$ cat config.mk
export PLATFORM = sky130hd
export DESIGN_NAME = sid_write_to_asid_sysex_packer
export DESIGN_NICKNAME = d
export VERILOG_FILES = /design/src/sv/swasp_pkg.sv /design/src/sv/sid_write_to_asid_sysex_packer.sv /design/src/sv/swasp_front.sv /design/src/sv/swasp_back.sv
export SDC_FILE = /design/constraint.sdc
export NUM_CORES = 2
export LEC_CHECK = 0
export ABC_AREA = 1
export BUFFER_PORTS_ARGS = -buffer_cell sky130_fd_sc_hd__buf_2
export CAP_MARGIN = 5
export CORE_ASPECT_RATIO = 0.7
export CORE_UTILIZATION = 27
export DETAILED_ROUTE_END_ITERATION = 7
export PLACE_DENSITY = 0.49
export SYNTH_ARGS = -nofsm -noshare
export SYNTH_HDL_FRONTEND = slang
export SYNTH_SLANG_ARGS = --single-unit
$ cat constraint.sdc
create_clock -name clock -period 7.5 [get_ports clock]
set_clock_uncertainty 0.1 [all_clocks]
set_input_delay 1.125 -clock clock [delete_from_list [all_inputs] [get_ports clock]]
set_output_delay 1.125 -clock clock [all_outputs]
set_load 0.02 [all_outputs]
$ cat src/sv/swasp_pkg.sv
`timescale 1ns / 1ps
// ----------------------------------------------------------------------------
// swasp_pkg
// shared types, constants and the slot order of the register write packer
// ----------------------------------------------------------------------------
package swasp_pkg;

   localparam int NUM_SLOTS = 28;
   localparam int SLOT_W    = 5;
   localparam int HEAD_LEN  = 11;
   localparam int POS_W     = 4;

   localparam logic [4:0] MAX_REG_ADDR = 5'h18;
   localparam logic [4:0] CTRL_A       = 5'h04;
   localparam logic [4:0] CTRL_B       = 5'h0b;
   localparam logic [4:0] CTRL_C       = 5'h12;
   localparam logic [4:0] EXTRA_A      = 5'h19;
   localparam logic [4:0] EXTRA_B      = 5'h1a;
   localparam logic [4:0] EXTRA_C      = 5'h1b;

   localparam logic [7:0] SYSEX_START  = 8'hf0;
   localparam logic [7:0] MFR_ID       = 8'h2d;
   localparam logic [7:0] DEV_ID       = 8'h4e;
   localparam logic [7:0] SYSEX_END    = 8'hf7;

   localparam logic [15:0] SEND_THRESHOLD_RST = 16'd6000;
   localparam logic [15:0] TICK_INTERVAL_RST  = 16'd5000;

   localparam logic OP_WRITE = 1'b0;
   localparam logic OP_TICK  = 1'b1;

   localparam logic CSR_SEND_THRESHOLD = 1'b0;
   localparam logic CSR_TICK_INTERVAL  = 1'b1;

   localparam logic [SLOT_W-1:0] SLOT_ORDER [NUM_SLOTS] = '{
      5'd0,  5'd1,  5'd2,  5'd3,  5'd5,  5'd6,  5'd7,  5'd8,  5'd9,  5'd10,
      5'd12, 5'd13, 5'd14, 5'd15, 5'd16, 5'd17, 5'd19, 5'd20, 5'd21, 5'd22,
      5'd23, 5'd24, 5'd4,  5'd11, 5'd18, 5'd25, 5'd26, 5'd27
   };

   typedef struct packed {
      logic        opcode;
      logic [31:0] now_cycle;
      logic [4:0]  reg_addr;
      logic [7:0]  reg_data;
   } swasp_req_type;

   typedef struct packed {
      logic [7:0]  out_byte;
      logic        frame_last;
      logic [31:0] wait_cycles;
   } swasp_rsp_type;

   typedef struct packed {
      logic              is_tick;
      logic              addr_ok;
      logic              is_ctrl;
      logic [SLOT_W-1:0] extra_slot;
      logic [31:0]       now_cycle;
      logic [4:0]        reg_addr;
      logic [7:0]        reg_data;
   } swasp_item_type;

   typedef struct packed {
      logic           valid;
      swasp_item_type item;
   } swasp_queue_type;

endpackage

$ cat src/sv/sid_write_to_asid_sysex_packer.sv
`timescale 1ns / 1ps
// ----------------------------------------------------------------------------
// sid_write_to_asid_sysex_packer
// packs timed sound chip register writes into sysex frames
// ----------------------------------------------------------------------------
// A transaction enters a two-entry queue and is then processed by a
// sequencer: a write with no frame passes elapsed time, saturating add,
// threshold check and shadow store, a dropped address ends after the check
// and a tick that is too early ends after the elapsed time is compared.
// A frame adds 11 header bytes, a scan over the 28 shadow file entries (one
// entry per cycle while the result side does not stall a written entry;
// written entries leave as bytes) and one end byte; results leave through
// one output register so a byte waits there while the next is prepared.
module sid_write_to_asid_sysex_packer (
   input  logic                     clock,
   input  logic                     reset,
   input  logic                     req_valid,
   output logic                     req_ready,
   input  swasp_pkg::swasp_req_type req_data,
   output logic                     rsp_valid,
   input  logic                     rsp_ready,
   output swasp_pkg::swasp_rsp_type rsp_data,
   input  logic                     csr_psel,
   input  logic                     csr_penable,
   input  logic                     csr_pwrite,
   input  logic [2:0]               csr_paddr,
   input  logic [31:0]              csr_pwdata,
   output logic [31:0]              csr_prdata,
   output logic                     csr_pready
);
   import swasp_pkg::*;

   swasp_queue_type queue;
   logic            pop;
   logic [15:0]     send_threshold_ff, send_threshold_in;
   logic [15:0]     tick_interval_ff, tick_interval_in;
   logic            csr_write;
   logic            csr_index;

   assign csr_pready = 1'b1;
   assign csr_write  = csr_psel && csr_penable && csr_pwrite && csr_pready;
   assign csr_index  = csr_paddr[2];

   always_comb begin
      send_threshold_in = send_threshold_ff;
      tick_interval_in  = tick_interval_ff;
      if (csr_write) begin
         unique case (csr_index)
            CSR_SEND_THRESHOLD: send_threshold_in = csr_pwdata[15:0];
            CSR_TICK_INTERVAL:  tick_interval_in  = csr_pwdata[15:0];
            default:            send_threshold_in = send_threshold_ff;
         endcase
      end
   end

   always_comb begin
      unique case (csr_index)
         CSR_SEND_THRESHOLD: csr_prdata = {16'b0, send_threshold_ff};
         CSR_TICK_INTERVAL:  csr_prdata = {16'b0, tick_interval_ff};
         default:            csr_prdata = '0;
      endcase
   end

   always_ff @(posedge clock) begin
      if (reset) begin
         send_threshold_ff <= SEND_THRESHOLD_RST;
         tick_interval_ff  <= TICK_INTERVAL_RST;
      end else begin
         send_threshold_ff <= send_threshold_in;
         tick_interval_ff  <= tick_interval_in;
      end
   end

   swasp_front u_front (
      .clock     (clock),
      .reset     (reset),
      .req_valid (req_valid),
      .req_ready (req_ready),
      .req_data  (req_data),
      .queue     (queue),
      .pop       (pop)
   );

   swasp_back u_back (
      .clock          (clock),
      .reset          (reset),
      .queue          (queue),
      .pop            (pop),
      .send_threshold (send_threshold_ff),
      .tick_interval  (tick_interval_ff),
      .rsp_valid      (rsp_valid),
      .rsp_ready      (rsp_ready),
      .rsp_data       (rsp_data)
   );

endmodule

$ cat src/sv/swasp_front.sv
`timescale 1ns / 1ps
// ----------------------------------------------------------------------------
// swasp_front
// accepts transactions, classifies them and holds them in a two-entry queue
// ----------------------------------------------------------------------------
module swasp_front (
   input  logic                      clock,
   input  logic                      reset,
   input  logic                      req_valid,
   output logic                      req_ready,
   input  swasp_pkg::swasp_req_type  req_data,
   output swasp_pkg::swasp_queue_type queue,
   input  logic                      pop
);
   import swasp_pkg::*;

   swasp_item_type entry_ff [2];
   swasp_item_type item;
   logic [1:0]     count_ff, count_in;
   logic           wr_ptr_ff, wr_ptr_in;
   logic           rd_ptr_ff, rd_ptr_in;
   logic           push;

   always_comb begin
      item            = '0;
      item.is_tick    = (req_data.opcode == OP_TICK);
      item.addr_ok    = (req_data.reg_addr <= MAX_REG_ADDR);
      item.now_cycle  = req_data.now_cycle;
      item.reg_addr   = req_data.reg_addr;
      item.reg_data   = req_data.reg_data;
      unique case (req_data.reg_addr)
         CTRL_A: begin
            item.is_ctrl    = 1'b1;
            item.extra_slot = EXTRA_A;
         end
         CTRL_B: begin
            item.is_ctrl    = 1'b1;
            item.extra_slot = EXTRA_B;
         end
         CTRL_C: begin
            item.is_ctrl    = 1'b1;
            item.extra_slot = EXTRA_C;
         end
         default: begin
            item.is_ctrl    = 1'b0;
            item.extra_slot = EXTRA_A;
         end
      endcase
   end

   assign req_ready   = (count_ff != 2'd2);
   assign push        = req_valid && req_ready;
   assign queue.valid = (count_ff != 2'd0);
   assign queue.item  = entry_ff[rd_ptr_ff];

   always_comb begin
      wr_ptr_in = push ? !wr_ptr_ff : wr_ptr_ff;
      rd_ptr_in = pop ? !rd_ptr_ff : rd_ptr_ff;
      count_in  = count_ff + 2'(push) - 2'(pop);
   end

   always_ff @(posedge clock) begin
      if (reset) begin
         count_ff  <= '0;
         wr_ptr_ff <= 1'b0;
         rd_ptr_ff <= 1'b0;
      end else begin
         count_ff  <= count_in;
         wr_ptr_ff <= wr_ptr_in;
         rd_ptr_ff <= rd_ptr_in;
      end
   end

   always_ff @(posedge clock) begin
      if (push) begin
         entry_ff[wr_ptr_ff] <= item;
      end
   end

endmodule

$ cat src/sv/swasp_back.sv
`timescale 1ns / 1ps
// ----------------------------------------------------------------------------
// swasp_back
// time accounting, shadow register file and sysex frame sequencer
// ----------------------------------------------------------------------------
module swasp_back (
   input  logic                       clock,
   input  logic                       reset,
   input  swasp_pkg::swasp_queue_type queue,
   output logic                       pop,
   input  logic [15:0]                send_threshold,
   input  logic [15:0]                tick_interval,
   output logic                       rsp_valid,
   input  logic                       rsp_ready,
   output swasp_pkg::swasp_rsp_type   rsp_data
);
   import swasp_pkg::*;

   localparam logic [2:0] S_IDLE  = 3'd0;
   localparam logic [2:0] S_TIME  = 3'd1;
   localparam logic [2:0] S_CHECK = 3'd2;
   localparam logic [2:0] S_HEAD  = 3'd3;
   localparam logic [2:0] S_DATA  = 3'd4;
   localparam logic [2:0] S_TAIL  = 3'd5;
   localparam logic [2:0] S_STORE = 3'd6;

   logic [2:0]           state_ff, state_in;
   swasp_item_type       item_ff, item_in;
   logic [31:0]          elapsed_ff, elapsed_in;
   logic [31:0]          pending_ff, pending_in;
   logic [31:0]          last_ff, last_in;
   logic [POS_W-1:0]     pos_ff, pos_in;
   logic [SLOT_W-1:0]    scan_ff, scan_in;
   logic [NUM_SLOTS-1:0] written_ff, written_in;
   logic [7:0]           shadow_ff [NUM_SLOTS];
   logic [7:0]           shadow_in [NUM_SLOTS];
   logic                 rsp_valid_ff, rsp_valid_in;
   swasp_rsp_type        rsp_ff, rsp_in;

   logic [NUM_SLOTS-1:0] mask;
   logic [NUM_SLOTS-1:0] msb;
   logic [32:0]          sum;
   logic                 out_free;
   logic                 emit;
   logic                 emit_last;
   logic [7:0]           emit_byte;
   logic [7:0]           head_byte;
   logic [SLOT_W-1:0]    slot;
   logic [7:0]           extra_val;

   always_comb begin
      for (int i = 0; i < NUM_SLOTS; i++) begin
         mask[i] = written_ff[SLOT_ORDER[i]];
         msb[i]  = shadow_ff[SLOT_ORDER[i]][7];
      end
   end

   always_comb begin
      unique case (pos_ff)
         4'd0:    head_byte = SYSEX_START;
         4'd1:    head_byte = MFR_ID;
         4'd2:    head_byte = DEV_ID;
         4'd3:    head_byte = {1'b0, mask[6:0]};
         4'd4:    head_byte = {1'b0, mask[13:7]};
         4'd5:    head_byte = {1'b0, mask[20:14]};
         4'd6:    head_byte = {1'b0, mask[27:21]};
         4'd7:    head_byte = {1'b0, msb[6:0]};
         4'd8:    head_byte = {1'b0, msb[13:7]};
         4'd9:    head_byte = {1'b0, msb[20:14]};
         4'd10:   head_byte = {1'b0, msb[27:21]};
         default: head_byte = '0;
      endcase
   end

   always_comb begin
      unique case (item_ff.extra_slot)
         EXTRA_B: extra_val = shadow_ff[EXTRA_B];
         EXTRA_C: extra_val = shadow_ff[EXTRA_C];
         default: extra_val = shadow_ff[EXTRA_A];
      endcase
   end

   assign slot     = SLOT_ORDER[scan_ff];
   assign sum      = {1'b0, pending_ff} + {1'b0, elapsed_ff};
   assign out_free = !rsp_valid_ff || rsp_ready;

   always_comb begin
      state_in   = state_ff;
      item_in    = item_ff;
      elapsed_in = elapsed_ff;
      pending_in = pending_ff;
      last_in    = last_ff;
      pos_in     = pos_ff;
      scan_in    = scan_ff;
      written_in = written_ff;
      shadow_in  = shadow_ff;
      pop        = 1'b0;
      emit       = 1'b0;
      emit_last  = 1'b0;
      emit_byte  = '0;
      unique case (state_ff)
         S_IDLE: begin
            if (queue.valid) begin
               pop        = 1'b1;
               item_in    = queue.item;
               elapsed_in = queue.item.now_cycle - last_ff;
               state_in   = S_TIME;
            end
         end
         S_TIME: begin
            if (item_ff.is_tick && (elapsed_ff < {16'b0, tick_interval})) begin
               state_in = S_IDLE;
            end else begin
               pending_in = sum[32] ? '1 : sum[31:0];
               last_in    = item_ff.now_cycle;
               state_in   = S_CHECK;
            end
         end
         S_CHECK: begin
            if (item_ff.is_tick || (pending_ff > {16'b0, send_threshold})) begin
               pos_in   = '0;
               state_in = S_HEAD;
            end else if (item_ff.addr_ok) begin
               state_in = S_STORE;
            end else begin
               state_in = S_IDLE;
            end
         end
         S_HEAD: begin
            if (out_free) begin
               emit      = 1'b1;
               emit_byte = head_byte;
               if (pos_ff == POS_W'(HEAD_LEN - 1)) begin
                  scan_in  = '0;
                  state_in = S_DATA;
               end else begin
                  pos_in = pos_ff + 1'b1;
               end
            end
         end
         S_DATA: begin
            if (!written_ff[slot] || out_free) begin
               emit      = written_ff[slot];
               emit_byte = {1'b0, shadow_ff[slot][6:0]};
               if (scan_ff == SLOT_W'(NUM_SLOTS - 1)) begin
                  state_in = S_TAIL;
               end else begin
                  scan_in = scan_ff + 1'b1;
               end
            end
         end
         S_TAIL: begin
            if (out_free) begin
               emit       = 1'b1;
               emit_last  = 1'b1;
               emit_byte  = SYSEX_END;
               written_in = '0;
               pending_in = '0;
               state_in   = (!item_ff.is_tick && item_ff.addr_ok) ? S_STORE : S_IDLE;
            end
         end
         S_STORE: begin
            if (!written_ff[item_ff.reg_addr]) begin
               shadow_in[item_ff.reg_addr]  = item_ff.reg_data;
               written_in[item_ff.reg_addr] = 1'b1;
            end else if (item_ff.is_ctrl) begin
               if (written_ff[item_ff.extra_slot]) begin
                  shadow_in[item_ff.reg_addr] = extra_val;
               end
               shadow_in[item_ff.extra_slot]  = item_ff.reg_data;
               written_in[item_ff.extra_slot] = 1'b1;
            end else begin
               shadow_in[item_ff.reg_addr] = item_ff.reg_data;
            end
            state_in = S_IDLE;
         end
         default: begin
            state_in = S_IDLE;
         end
      endcase
   end

   always_comb begin
      rsp_in       = rsp_ff;
      rsp_valid_in = rsp_valid_ff;
      if (emit) begin
         rsp_valid_in       = 1'b1;
         rsp_in.out_byte    = emit_byte;
         rsp_in.frame_last  = emit_last;
         rsp_in.wait_cycles = pending_ff;
      end else if (rsp_ready) begin
         rsp_valid_in = 1'b0;
      end
   end

   always_ff @(posedge clock) begin
      if (reset) begin
         state_ff     <= S_IDLE;
         pending_ff   <= '0;
         last_ff      <= '0;
         written_ff   <= '0;
         rsp_valid_ff <= 1'b0;
         for (int i = 0; i < NUM_SLOTS; i++) begin
            shadow_ff[i] <= '0;
         end
      end else begin
         state_ff     <= state_in;
         pending_ff   <= pending_in;
         last_ff      <= last_in;
         written_ff   <= written_in;
         rsp_valid_ff <= rsp_valid_in;
         shadow_ff    <= shadow_in;
      end
   end

   always_ff @(posedge clock) begin
      item_ff    <= item_in;
      elapsed_ff <= elapsed_in;
      pos_ff     <= pos_in;
      scan_ff    <= scan_in;
      rsp_ff     <= rsp_in;
   end

   assign rsp_valid = rsp_valid_ff;
   assign rsp_data  = rsp_ff;

   // frame end clears the written flags and the pending count
   a_tail_clears: assert property (@(posedge clock) disable iff (reset)
      (state_ff == S_TAIL && out_free) |=> (written_ff == '0 && pending_ff == '0))
      else $error("flags or pending count not cleared after frame end");

   // the queue is drained only between transactions
   a_pop_idle: assert property (@(posedge clock) disable iff (reset)
      pop |-> (state_ff == S_IDLE && queue.valid))
      else $error("queue popped while busy");

   // a held result is never overwritten
   a_no_overrun: assert property (@(posedge clock) disable iff (reset)
      emit |-> out_free)
      else $error("frame byte overwrites a pending result");

   // stores only touch legal addresses
   a_store_addr: assert property (@(posedge clock) disable iff (reset)
      (state_ff == S_STORE) |-> (item_ff.addr_ok && !item_ff.is_tick))
      else $error("store of a dropped or tick transaction");

   // data scan stays within the shadow file
   a_scan_range: assert property (@(posedge clock) disable iff (reset)
      (state_ff == S_DATA) |-> (scan_ff <= SLOT_W'(NUM_SLOTS - 1)))
      else $error("scan index out of range");

endmodule
==> summary.txt <==
Outcome
  • Outcome: complete, no violations

Timing
  • Final setup fails: 0
  • Final cycle utilization of the critical path: 68.6%
  • TNS Setup: 0 ns
  • RSZ-0062 raised after global routing: no
  • Max Fclk: 0.194 GHz
  • Clock period minus final worst setup slack: 5.14 ns
  • Min Hold Slack: 0.350 ns
  • Relative slew slack: 17.3%
  • Final worst setup slack: 2.36 ns
  • Slew Limit Fails: 0
  • Worst-Margin Slew: 1.24 ns
  • Final Hold Fails: 0

Run
  • Max_cap viols: 0

Critical path
  • Critical path's largest stage delay: 0.81 ns
  • Crit-path cells: inv_1 > ha_1 > inv_1 > nand2_1 > nand3_1 > nand2_1 > nand2_1 > nand2_4 > inv_2 > buf_4 > nand2_1 > nand3_1 > nand3_1 > nand3_1 > nand2_1 > a21oi_1 > nand3_1 > nand3_1
  • CP startpoint kind: flip-flop
  • Required time of the critical path: 7.85 ns
  • Crit path max fanout: 41
  • Worst Path Arrival: 5.50 ns
  • Worst setup EP type: flip-flop
  • Top Family by Delay on Critical Path: simple AND/OR/NAND/NOR gates
  • CP max-delay cell: inv_2
  • FF-to-FF setup slack: 2.36 ns
  • Buf/Inv on CP: 4
  • Most used cell, CP: nand3_1
  • Critical path class: flip-flop to flip-flop

Clocking
  • Inserted Clock Buffers: 69
  • Worst skew pair latency: 0.66 ns
  • Max Buffers Root-to-Sink: 3
  • Post-CTS Setup Bufs: 0
  • Root buf cell: clkbuf_16
  • Clock Sinks: 589
  • # H-tree levels: 3
  • Hold Buf Count CTS: 0
  • PostCTS Resize Cnt: 0
  • Worst-path clk slew: 0.06 ns
  • CTS tree: built

Global route
  • Initial antenna violation count: 8
  • First-pass GRT wire length: 188 mm
  • Met2 Usage GRT: 25.0%
  • Total grt overflow: 0
  • Grt met3 use: 5.33%
  • Gr busiest metal: met1
  • Global Route Usage Sum: 19.5%
  • Met1 usage: 30.8%
  • Vias in the first global route: 28159
  • Largest net degree at the start of global routing: 158

Yosys
  • Post-Syn Instances: 4559
  • Avg Inst Size Synth: 7.46 um^2
  • Dominant cell type by area after synthesis: dfxtp_1
  • Synth Register Bits: 589
  • Post-synth EDFFs: 232
  • Register area share after synthesis: 41.5%
  • Syn. warnings: 0
  • Area contributors post-synth: dfxtp_1, edfxtp_1, o21ai_0, nand2_1, a21oi_1
  • Mapped cell area: 34000 um^2
  • Netlist cell types: 58
  • Yosys top cell area share: 21.0%
  • Async set or reset register ratio after synthesis: 0%
  • Top_reg_cell synth: dfxtp_1

Final layout
  • Commonest non-fill, non-tap cell in the layout: nand2_1
  • Filler cell count: 13253
  • Layout cells sized above 1: 8.95%
  • Commonest cells after routing, fill and taps aside: nand2_1, o21ai_0, a21oi_1
  • Fin nets: 4739
  • Finished layout cell area: 38300 um^2
  • P&R area growth vs syn: 12.5%

Floorplan
  • Die W: 426 um
  • Row Count: 108
  • Initial Utilization: 27.3%
  • Core Area: 124000 um^2
  • Die ar.: 127000 um^2
  • Vert. Die Dim: 299 um
  • Ports: 164

Route
  • DR WL/cell: 20.6 um
  • Via density: 5.16
  • DRT antenna net count: 0
  • DRC: 0
  • DR vias: 32209
  • Initial DRC count: 3777
  • Final WL: 129 mm
  • TritonRoute pass-1 iters: 6

Placement
  • # port buffers: 128
  • Pre-CTS setup slack: 2.49 ns
  • DP Area: 36000 um^2
  • GPL Wtd Cong: 0.981
  • Detailed Place HPWL: 86.2 mm

Power and ir drop
  • Peak VDD IR: 0.215 mV
  • Static leakage: 13.6 nW
  • Pwr/cell area: 395 nW/um^2

Min path
  • Hold crit path type: flip-flop to flip-flop
[cells in the mapped netlist, types with 63 or more instances]
| cell type | instances |
|---|---|
| a21oi_1 | 454 |
| buf_2 | 78 |
| clkbuf_1 | 176 |
| dfxtp_1 | 357 |
| edfxtp_1 | 232 |
| ha_1 | 109 |
| inv_1 | 411 |
| nand2_1 | 863 |
| nand3_1 | 320 |
| nor2_1 | 278 |
| o21ai_0 | 658 |
| o21ai_1 | 82 |
| o22ai_1 | 65 |
| o31ai_1 | 63 |
[per-layer routing]
layer / vias up / wire (um) / share of wire [%]
met5: - / 8 / 0.0062
met4: 2 / 3350 / 2.6
met3: 160 / 12700 / 9.9
met2: 1254 / 48400 / 38
met1: 15171 / 64100 / 50
li1: 15622 / - / -
[where the power goes]
group	leakage (nW)	internal (W)	switching (W)	total [W]
logic	7.46	0.00187	0.00508	0.00694
registers	5.05	0.00412	0.000546	0.00466
clock network	1.12	0.00202	0.00150	0.00353
[sequential cells by signal, summed over array words and instances (netlist names), 28 cells and up, named ones only]
name / flops
u_back.written_ff: 28
u_back.msb: 28
u_back.shadow_ff: 196
u_back.last_ff: 32
u_back.rsp_data: 41
u_back.pending_ff: 32
u_front.entry_ff: 100
u_back.item_ff: 50
u_back.elapsed_ff: 32
[cell type report]
type / count / area, um^2 / area share (%)
Sequential cell: 589 / 14100 / 36.9
Tap cell: 1650 / 2060 / 5.39
Multi-Input combinational cell: 3256 / 17100 / 44.6
Clock inverter: 37 / 387 / 1.01
Inverter: 435 / 1650 / 4.30
Antenna cell: 1 / 2.50 / 0.00653
Timing Repair Buffer: 189 / 1130 / 2.94
Clock buffer: 88 / 1880 / 4.91
[logic make-up after synthesis]
group	after synthesis	share of synthesized area, %
AO/OA/AOI/OAI	1446	23.1
XOR/XNOR	58	1.49
other	2	0.0221
adder cells (fa/ha/maj)	111	4.13
flip-flops	589	41.5
AND/OR/NAND/NOR	1562	19.1
buffers and inverters	729	8.71
multiplexers	62	2.00
[path summary, 6_finish.rpt]
| kind | start | cells past startpoint | end |
|---|---|---|---|
| max | u_back.scan_ff[0]$_SDFFCE_PN0P_ | 18 | u_back.rsp_data[33]$_SDFFCE_PN0P_ |
| min | u_front.rd_ptr_ff$_SDFFE_PP0P_ | 1 | flip-flop |
| min reg2reg | u_front.rd_ptr_ff$_SDFFE_PP0P_ | 1 | flip-flop |
| max reg2reg | u_back.scan_ff[0]$_SDFFCE_PN0P_ | 18 | u_back.rsp_data[33]$_SDFFCE_PN0P_ |
[through the flow]
stage                     util [%]  instances  total power [W]
after detailed placement      28.9       6119           0.0115
after floorplan                  -       4574          0.00907
after CTS                     30.8       6244           0.0151
after global routing          30.8       6244           0.0160
after global placement        28.9       6119           0.0115
final                         30.8       6245           0.0151
Power figures use the tool's default switching activity.
